===== src/rtl/cdc_pkg.sv =====
// Shared types, codes and calendar helpers for the calendar date counter.
package cdc_pkg;

    // Width of the day count used by the add command.
    localparam int COUNT_BITS = 16;
    localparam int CNT_W = (COUNT_BITS < 16) ? COUNT_BITS : 16;

    localparam logic [11:0] YEAR_MIN = 12'd1900;
    localparam logic [11:0] YEAR_MAX = 12'd2100;
    localparam logic [3:0]  MONTH_LAST = 4'd12;
    localparam logic [4:0]  FEB_LEAP_LEN = 5'd29;

    localparam logic [1:0] OP_SET  = 2'd0;
    localparam logic [1:0] OP_STEP = 2'd1;
    localparam logic [1:0] OP_ADD  = 2'd2;

    localparam logic [2:0] ST_OK        = 3'd0;
    localparam logic [2:0] ST_BAD_MONTH = 3'd1;
    localparam logic [2:0] ST_BAD_YEAR  = 3'd2;
    localparam logic [2:0] ST_BAD_DAY   = 3'd3;
    localparam logic [2:0] ST_OVERFLOW  = 3'd4;

    localparam logic [4:0] MONTH_LEN [16] = '{
        5'd0, 5'd31, 5'd28, 5'd31, 5'd30, 5'd31, 5'd30, 5'd31,
        5'd31, 5'd30, 5'd31, 5'd30, 5'd31, 5'd31, 5'd31, 5'd31
    };

    typedef struct packed {
        logic [3:0]  month;
        logic [4:0]  day;
        logic [11:0] year;
    } date_t;

    // Correct for years 1900 to 2100, the only years ever tested: within that
    // span 1900 and 2100 are the century years that are not leap years.
    function automatic logic is_leap(input logic [11:0] y);
        logic result;
        result = (y[1:0] == 2'b00) && (y != YEAR_MIN) && (y != YEAR_MAX);
        return result;
    endfunction

    function automatic logic [4:0] days_in(input logic [3:0] m, input logic [11:0] y);
        logic [4:0] len;
        len = MONTH_LEN[m];
        if (m == 4'd2 && is_leap(y))
        begin
            len = FEB_LEAP_LEN;
        end
        return len;
    endfunction

endpackage


===== src/rtl/cdc_day_step.sv =====
// One-day advance unit: next calendar date and last-date detection.
module cdc_day_step
    import cdc_pkg::*;
(
    input  date_t cur,
    output date_t nxt,
    output logic  at_end
);

    logic [4:0] len;

    always_comb
    begin
        len = days_in(cur.month, cur.year);
        at_end = (cur.year >= YEAR_MAX) && (cur.month >= MONTH_LAST) && (cur.day >= len);
        nxt = cur;
        if (cur.day < len)
        begin
            nxt.day = cur.day + 5'd1;
        end
        else if (cur.month < MONTH_LAST)
        begin
            nxt.month = cur.month + 4'd1;
            nxt.day = 5'd1;
        end
        else
        begin
            nxt.year = cur.year + 12'd1;
            nxt.month = 4'd1;
            nxt.day = 5'd1;
        end
    end

endmodule


===== src/rtl/calendar_date_counter_core.sv =====
// Top level of the calendar date counter: command sequencer, date state and output word.
//
// The core holds a Gregorian date between 1900-01-01 and 2100-12-31 and takes
// one command word at a time: set (validated against month, year and month
// length), step by one day, or add a day count. Every accepted word yields
// exactly one result word carrying the date after the command and a status.
// Set, step and the unused operation code produce their result directly; an add of
// N days runs the shared one-day advance unit once per day (not at all when N
// is zero), during which the input side is stalled. An add that runs into
// the last date stops there early with overflow status. The result sits in an
// output register, so a new command can be taken in the same cycle that the
// previous result is taken. After reset the date is 1900-01-01.
module calendar_date_counter_core
    import cdc_pkg::*;
(
    input  logic        clk,
    input  logic        rst_n,
    input  logic        in_valid,
    output logic        in_stall,
    input  logic [1:0]  operation,
    input  logic [3:0]  new_month,
    input  logic [4:0]  new_day,
    input  logic [11:0] new_year,
    input  logic [15:0] add_count,
    output logic        out_valid,
    input  logic        out_stall,
    output logic [3:0]  cur_month,
    output logic [4:0]  cur_day,
    output logic [11:0] cur_year,
    output logic [2:0]  status
);

    localparam logic S_IDLE = 1'b0;
    localparam logic S_RUN  = 1'b1;

    logic             state_reg, state_next;
    date_t            date_reg, date_next;
    logic [CNT_W-1:0] cnt_reg, cnt_next;
    logic             out_valid_reg, out_valid_next;
    date_t            out_date_reg, out_date_next;
    logic [2:0]       out_status_reg, out_status_next;

    date_t            step_date;
    logic             step_end;
    logic             accept;
    logic [2:0]       set_status;
    logic [CNT_W-1:0] in_cnt;

    // The single arithmetic unit; it always works on the stored date.
    cdc_day_step u_step (
        .cur    (date_reg),
        .nxt    (step_date),
        .at_end (step_end)
    );

    // Ready only when idle and the output register is empty or draining now.
    assign in_stall = (state_reg == S_RUN) || (out_valid_reg && out_stall);
    assign accept   = in_valid && !in_stall;
    assign in_cnt   = add_count[CNT_W-1:0];

    // Validation order is month, then year, then day.
    always_comb
    begin
        if (new_month < 4'd1 || new_month > MONTH_LAST)
        begin
            set_status = ST_BAD_MONTH;
        end
        else if (new_year < YEAR_MIN || new_year > YEAR_MAX)
        begin
            set_status = ST_BAD_YEAR;
        end
        else if (new_day < 5'd1 || new_day > days_in(new_month, new_year))
        begin
            set_status = ST_BAD_DAY;
        end
        else
        begin
            set_status = ST_OK;
        end
    end

    always_comb
    begin
        state_next      = state_reg;
        date_next       = date_reg;
        cnt_next        = cnt_reg;
        out_valid_next  = out_valid_reg && out_stall;
        out_date_next   = out_date_reg;
        out_status_next = out_status_reg;

        unique case (state_reg)
            S_IDLE:
            begin
                if (accept)
                begin
                    case (operation)
                        OP_SET:
                        begin
                            if (set_status == ST_OK)
                            begin
                                date_next.month = new_month;
                                date_next.day   = new_day;
                                date_next.year  = new_year;
                            end
                            out_valid_next  = 1'b1;
                            out_date_next   = date_next;
                            out_status_next = set_status;
                        end
                        OP_STEP:
                        begin
                            if (!step_end)
                            begin
                                date_next = step_date;
                            end
                            out_valid_next  = 1'b1;
                            out_date_next   = date_next;
                            out_status_next = step_end ? ST_OVERFLOW : ST_OK;
                        end
                        OP_ADD:
                        begin
                            if (in_cnt == '0)
                            begin
                                out_valid_next  = 1'b1;
                                out_date_next   = date_reg;
                                out_status_next = ST_OK;
                            end
                            else
                            begin
                                cnt_next   = in_cnt;
                                state_next = S_RUN;
                            end
                        end
                        default:
                        begin
                            // The unused operation code reports the date as is.
                            out_valid_next  = 1'b1;
                            out_date_next   = date_reg;
                            out_status_next = ST_OK;
                        end
                    endcase
                end
            end
            S_RUN:
            begin
                // One day per cycle; the output register is known empty here.
                if (step_end)
                begin
                    out_valid_next  = 1'b1;
                    out_date_next   = date_reg;
                    out_status_next = ST_OVERFLOW;
                    state_next      = S_IDLE;
                end
                else
                begin
                    date_next = step_date;
                    cnt_next  = cnt_reg - CNT_W'(1);
                    if (cnt_reg == CNT_W'(1))
                    begin
                        out_valid_next  = 1'b1;
                        out_date_next   = step_date;
                        out_status_next = ST_OK;
                        state_next      = S_IDLE;
                    end
                end
            end
            default:
            begin
                state_next = S_IDLE;
            end
        endcase
    end

    always_ff @(posedge clk or negedge rst_n)
    begin
        if (!rst_n)
        begin
            state_reg     <= S_IDLE;
            date_reg      <= '{month: 4'd1, day: 5'd1, year: YEAR_MIN};
            out_valid_reg <= 1'b0;
        end
        else
        begin
            state_reg     <= state_next;
            date_reg      <= date_next;
            out_valid_reg <= out_valid_next;
        end
    end

    always_ff @(posedge clk)
    begin
        cnt_reg        <= cnt_next;
        out_date_reg   <= out_date_next;
        out_status_reg <= out_status_next;
    end

    assign out_valid = out_valid_reg;
    assign cur_month = out_date_reg.month;
    assign cur_day   = out_date_reg.day;
    assign cur_year  = out_date_reg.year;
    assign status    = out_status_reg;

    // While an add runs, no earlier result may still be waiting.
    a_run_out_empty: assert property (@(posedge clk) disable iff (!rst_n)
        (state_reg == S_RUN) |-> !out_valid_reg)
        else $error("result pending while add is running");

    // The stored date never leaves the supported span of years.
    a_year_range: assert property (@(posedge clk) disable iff (!rst_n)
        (date_reg.year >= YEAR_MIN) && (date_reg.year <= YEAR_MAX))
        else $error("stored year out of range");

    // An overflow result always reports the last representable date.
    a_overflow_date: assert property (@(posedge clk) disable iff (!rst_n)
        (out_valid_reg && out_status_reg == ST_OVERFLOW) |->
        (out_date_reg.year == YEAR_MAX && out_date_reg.month == MONTH_LAST
         && out_date_reg.day == 5'd31))
        else $error("overflow reported away from the last date");

    // An accepted add with a nonzero count starts the iteration.
    a_add_starts: assert property (@(posedge clk) disable iff (!rst_n)
        (accept && operation == OP_ADD && in_cnt != '0) |=> (state_reg == S_RUN))
        else $error("add command did not start iterating");

endmodule


===== config.mk =====
export PLATFORM = sky130hd
export DESIGN_NAME = calendar_date_counter_core
export DESIGN_NICKNAME = d
export VERILOG_FILES = /design/src/rtl/cdc_pkg.sv /design/src/rtl/cdc_day_step.sv /design/src/rtl/calendar_date_counter_core.sv
export SDC_FILE = /design/constraint.sdc
export NUM_CORES = 1
export LEC_CHECK = 0
export BUFFER_PORTS_ARGS = -buffer_cell sky130_fd_sc_hd__buf_2
export CORE_ASPECT_RATIO = 0.8
export CORE_MARGIN = 2
export CORE_UTILIZATION = 55
export DETAILED_ROUTE_END_ITERATION = 12
export GPL_TIMING_DRIVEN = 0
export PLACE_DENSITY_LB_ADDON = 0.3
export SETUP_SLACK_MARGIN = 0.1
export SYNTH_ARGS = -nofsm -noshare
export SYNTH_HDL_FRONTEND = slang
export SYNTH_SLANG_ARGS = --single-unit

===== constraint.sdc =====
create_clock -name clk -period 8.23 [get_ports clk]
set_input_delay 0.4115 -clock clk [delete_from_list [all_inputs] [get_ports clk]]
set_output_delay 0.4115 -clock clk [all_outputs]
set_load 0.005 [all_outputs]

# Yosys cells after proc, flatten, opt, wreduce, memory -nomap -nowiden
# Memory sizes are Yosys's and may differ from the RTL's.
# Cells that the tools add are included.
# op_classes
addsub	4
multipliers	0
n_div	0
magnitude_cmp	13
eq_ne	16
shifts	0
muxes	51
n_bitwise	3
n_reduce_logical	23
# op_table
op	count
$mux W21	7
$pmux W21 S2	3
$mux W16	4
$pmux W21 S3	1
$mux W5	9
$pmux W16 S2	1
$mux W12	2
$ne A12 B11 Y1 const B	2
$ne A12 B12 Y1 const B	2
$mux W3	6
$eq A16 B1 Y1 const B	1
$logic_not A16 Y1	1
$sub A16 B1 Y16 const B	1
$add A12 B1 Y12 const B	1
$ge A12 B12 Y1 const B	1
$gt A12 B12 Y1 const B	1
$lt A12 B11 Y1 const B	1
$ge A5 B5 Y1 const B	2
$logic_and A1 B1 Y1	10
$mux W1	10
$not A4 Y5	2
$mux W9	1
$pmux W3 S3	1
$eq A4 B2 Y1 const B	2
28 further kinds	38
# totals
reg_bits	63
latchBits	0
ram_bits	0
romBits	160
input_bits	43
out_inout_bits	26
word_cells	122
n_memories	2
# memory_table
name	depth	width	rd	rd_clocked_by_memory_dff	wr	line	rtl
(no name shown)	16	5	1	0	0	cdc_pkg.sv:44	len = MONTH_LEN[m];
(no name shown)	16	5	1	0	0	cdc_pkg.sv:44	

# Logic depth before layout (Yosys ltp)
# depth
depth_word	17
depth_mapped	15
mapped_depth_nobuf	13

# By module
# From an unflattened synthesis, not the netlist that was laid out.
# hier_totals
hier_cells	478
area_unflattened_um2	4464.3
# modules_own_cells
module	n_inst	cells_each	area_each_um2	seq_area_each_um2
calendar_date_counter_core	1	369	3729.8	1788.0
cdc_day_step	1	109	734.5	0.0

# Worst setup path before layout
# Ideal clock, no wire load.
# synth_timing
path_kind	flip-flop to flip-flop
start	register date_reg[7] (netlist bit)
end	register out_date_reg, in the netlist cur_day[0] (enable)
setup_ps	435
arrival_time_ps	3470
t_required_ps	7795
setup_slack_ps	4325
stages_incl_launch_ff	16
n_path_buf	2
period_less_slack_ps	3905
cell_sequence	dfrtp_1 -> buf_6 -> or4_4 -> nor2_1 -> nor4b_1 -> o21ai_0 -> nand4_1 -> and3_1 -> ha_1 -> a21oi_1 -> and2_1 -> o21ai_0 -> and2_1 -> clkbuf_1 -> o21ai_1 -> o31ai_1
# synth_between
elab_chain_len	9
word_cells_on_any_way	12
cone_classes	order compare (2); eq/ne (3); mux (1); reduce/logical (6)
# synth_lines
element	line	rtl
start, declared	calendar_date_counter_core.sv:37	date_t date_reg, date_next;
start signal, assigned	calendar_date_counter_core.sv:178	date_reg <= '{month: 4'd1, day: 5'd1, year: YEAR_MIN};
start signal, assigned	calendar_date_counter_core.sv:184	date_reg <= date_next;
$ne A12 B11 Y1	cdc_pkg.sv:38	result = (y[1:0] == 2'b00) && (y != YEAR_MIN) && (y != YEAR_MAX);
$logic_and A1 B1 Y1 (2 in series)	cdc_pkg.sv:38	
$logic_and A1 B1 Y1	cdc_pkg.sv:45	if (m == 4'd2 && is_leap(y))
$mux W5	cdc_pkg.sv:45	
$ge A5 B5 Y1	cdc_day_step.sv:15	at_end = (cur.year >= YEAR_MAX) && (cur.month >= MONTH_LAST) && (cur.day >= len);
$logic_and A1 B1 Y1 (*)	cdc_day_step.sv:15	
$ne A3 B1 Y1 (no source line) (*)	n/a	
$reduce_and A3 Y1 (no source line) (*)	n/a	
end signal, assigned	calendar_date_counter_core.sv:192	out_date_reg <= out_date_next;
end, declared	calendar_date_counter_core.sv:40	date_t out_date_reg, out_date_next;
# Mark *: on every way between the ends. The rest lies on a longest branch, timed or not.
# A chain may end at the register's enable or synchronous reset.

# Worst setup path in the final report
# layout_timing
start	register date_reg[6] (netlist bit)
end	register out_date_reg, in the netlist cur_year[4] (enable)
# The elaborated chain is that of the path after synthesis.

==> flow_summary.ini <==
[power]
p_leak_uw = 0.00199
total_switching_power_uw = 538
totalPowerFinal_uw = 1350
p_comb_share_pct = 40.8
switching_share_pct = 39.9
internal_power_uw = 809
vdd_drop_max_mv = 0.171
powerDensity_nw_per_um2 = 263
p_seq_share_pct = 40.9
clkPwrFrac_pct = 18.3

[worst_setup_path]
end_kind = flop
path_class = reg2reg
cp_max_fo = 17
start_kind = flop
cp_data_arrival_time_ps = 4640
cp_data_required_time_ps = 8320

[yosys]
synth_top_cell_by_area = edfxtp_1
ys_warn_count = 0
synthesis.area_um2 = 4480
synth_edf_count = 40
synth_top_area_share_pct = 26.8
netlist_top_cells_area = edfxtp_1 (27%), dfrtp_1 (7.8%), dfstp_2 (5.3%)
syn_area_per_cell_um2 = 9.04
yosysMostFrequentCell = nor2_1
synth.distinct_cells = 73
syn_inst = 495
ys_seq_area_share_pct = 39.9
synth_common_cells = nor2_1 (50), nand2_1 (44), edfxtp_1 (40)
ys.flop_type = edfxtp_1
synth_nets = 553
synthArstFlopShare_pct = 36.5
ys_seq_elements = 63

[drt]
drt-initial-drc-count = 692
vias = 4601
post-route-drc-count = 0
wl_per_cell_um = 22.0
drtPass1Iterations = 5
ant_nets = 0
routed_via_density = 6.72
wirelength_um = 15100

[clock_network]
clk_latency_ps = 350
cts_setup_buffers = 0
cts_sinks = 63
cts_tree = yes
cts_buffers = 9
ctsLongestPathBuffers = 2
clk_pin_slew_ps = 80
holdBufCountCts = 0
root_buffer = clkbuf_8
cts_htree_levels = 3
cts_resized = 0

[finish]
design_area_um2 = 5130
area_delta_synth_final_pct = 14.7
diodes = 0
nNetsFinal = 630
largest_register_ffs = 21
layout-drive-gt1-share_pct = 18.7

[global_route]
grt_max_degree = 24
first_global_vias = 4326
grt_pass1_wl_um = 23600
antenna_found_initial = 0
grt_use_total_pct = 34.9
gr-total-overflow = 0

[sta]
worst_pin_slew_ps = 952
min_period_ps = 4550
fin_crit_sh_pct = 55.2
relSlewSlack_pct = 36.3
fmax_mhz = 220
setup_violations = 0
hold_viol = 0
finalMaxSlewViolations = 0
rsz0062_at_grt = no
fin_ws_ps = 3680
finalClockSkew_ps = 16.1
setup-tns-final_ps = 0

[floorplanning]
core_um2 = 7910
die_y_um = 84.7
num_rows = 29
ios = 69
die_w_um = 105
initial_core_util_pct = 56.6
dieArea_um2 = 8880

[placed_design]
dp_hpwl_um = 11200
dp_slack_ps = 3530
place_area_um2 = 4970
routabilityCongestion = 1.01
io_buffer_count = 65

[status]
status = complete, no violations

[job]
maxCapViolCount = 0

[hold_path]
hold_path_class = in2async
## cell families (layout without fill, tap and decap cells)
group / after synthesis / count (layout) / synth area share [%]
mux: 6 / 6 / 1.40
buf+inv: 48 / 130 / 4.28
compound gates: 158 / 158 / 25.9
flops: 63 / 63 / 39.9
simple gates: 191 / 191 / 21.5
fa+ha+maj: 15 / 15 / 4.19
xor+xnor: 14 / 14 / 2.74
## power groups by stage
stage,Sequential (uW),Clock [uW],Combinational (uW)
2_1_floorplan,523,0,399
3_3_place_gp,546,0,512
3_5_place_dp,553,0,531
4_1_cts,547,244,537
5_1_grt,560,261,602
6_report,552,246,550
## stage by stage
step / hold slack [ps] / util [%] / std cells
finish: 65.3 / 64.9 / 685
CTS: 78.4 / 64.9 / 685
global placement: 450 / 62.4 / 668
global route: 89.9 / 64.9 / 685
floorplan: 116 / - / 495
detailed placement: 455 / 62.8 / 669
## cells in the final DEF (no fill, tap or decap), types with 4 or more instances in the layout
master,count
nor4b_1,4
o221ai_1,5
inv_1,22
o22ai_1,6
clkbuf_8,10
or4_1,7
mux2i_1,4
and2_1,7
nor3_1,17
clkbuf_1,21
a211oi_1,8
o21ai_0,16
buf_2,68
nand2_1,44
o21ai_1,8
dfstp_2,9
nand3_1,15
or3_1,4
a21oi_1,36
a31oi_1,5
nor4_1,10
dfrtp_1,14
nand4_1,9
a211o_1,5
ha_1,15
edfxtp_1,40
o31ai_1,6
o211ai_1,7
and3_1,6
a221o_1,14
o31a_1,4
xnor2_1,12
nor2_1,50
## critical path: stages (launching register included)
cell,delay (ps)
dfstp_2,540
clkbuf_1,360
and2_1,220
and4_1,270
and4_1,220
o21ai_0,100
nand4_1,190
and3_1,230
ha_1,270
a21oi_1,190
and2_1,280
o21ai_0,260
and2_1,230
clkbuf_1,180
o21ai_1,330
o31ai_4,200
buf_8,210
## final cells by class
class,instances,area (um^2)
fill,704,2780
buffer,26,109
clock buffer,12,145
multi-input combinational,384,2510
tap,108,135
sequential,63,1790
inverter,22,82.6
timing repair buffer,66,340
clock inverter,4,22.5
## per-layer routing
layer  track usage, %  vias to the layer above  wire [um]
met5                0                        -          0
li1                 -                     2079          -
met4             10.5                        0        238
met1             51.7                     2183       6500
met3             8.23                       26       1940
met2             50.6                      313       6400
## path summary, 6_finish.rpt
| kind | startpoint | end | slack (ps) | depth (start not counted) |
|---|---|---|---|---|
| max in group asynchronous | rst_n | date_reg[4]$_DFFE_PN0P_ | 7740 | 1 |
| max reg2reg | date_reg[6]$_DFFE_PN1P_ | cur_year[4]$_DFFE_PP_ | 3680 | 16 |
| min reg2reg | date_reg[5]$_DFFE_PN1P_ | date_reg[5]$_DFFE_PN1P_ | 600 | 2 |
| min | rst_n | date_reg[7]$_DFFE_PN0P_ | 70 | 1 |
| max | date_reg[6]$_DFFE_PN1P_ | cur_year[4]$_DFFE_PP_ | 3680 | 16 |
| min in group clk | out_stall | out_valid$_DFF_PN0_ | 370 | 3 |
No activity file was read; power rests on OpenSTA's default activity.
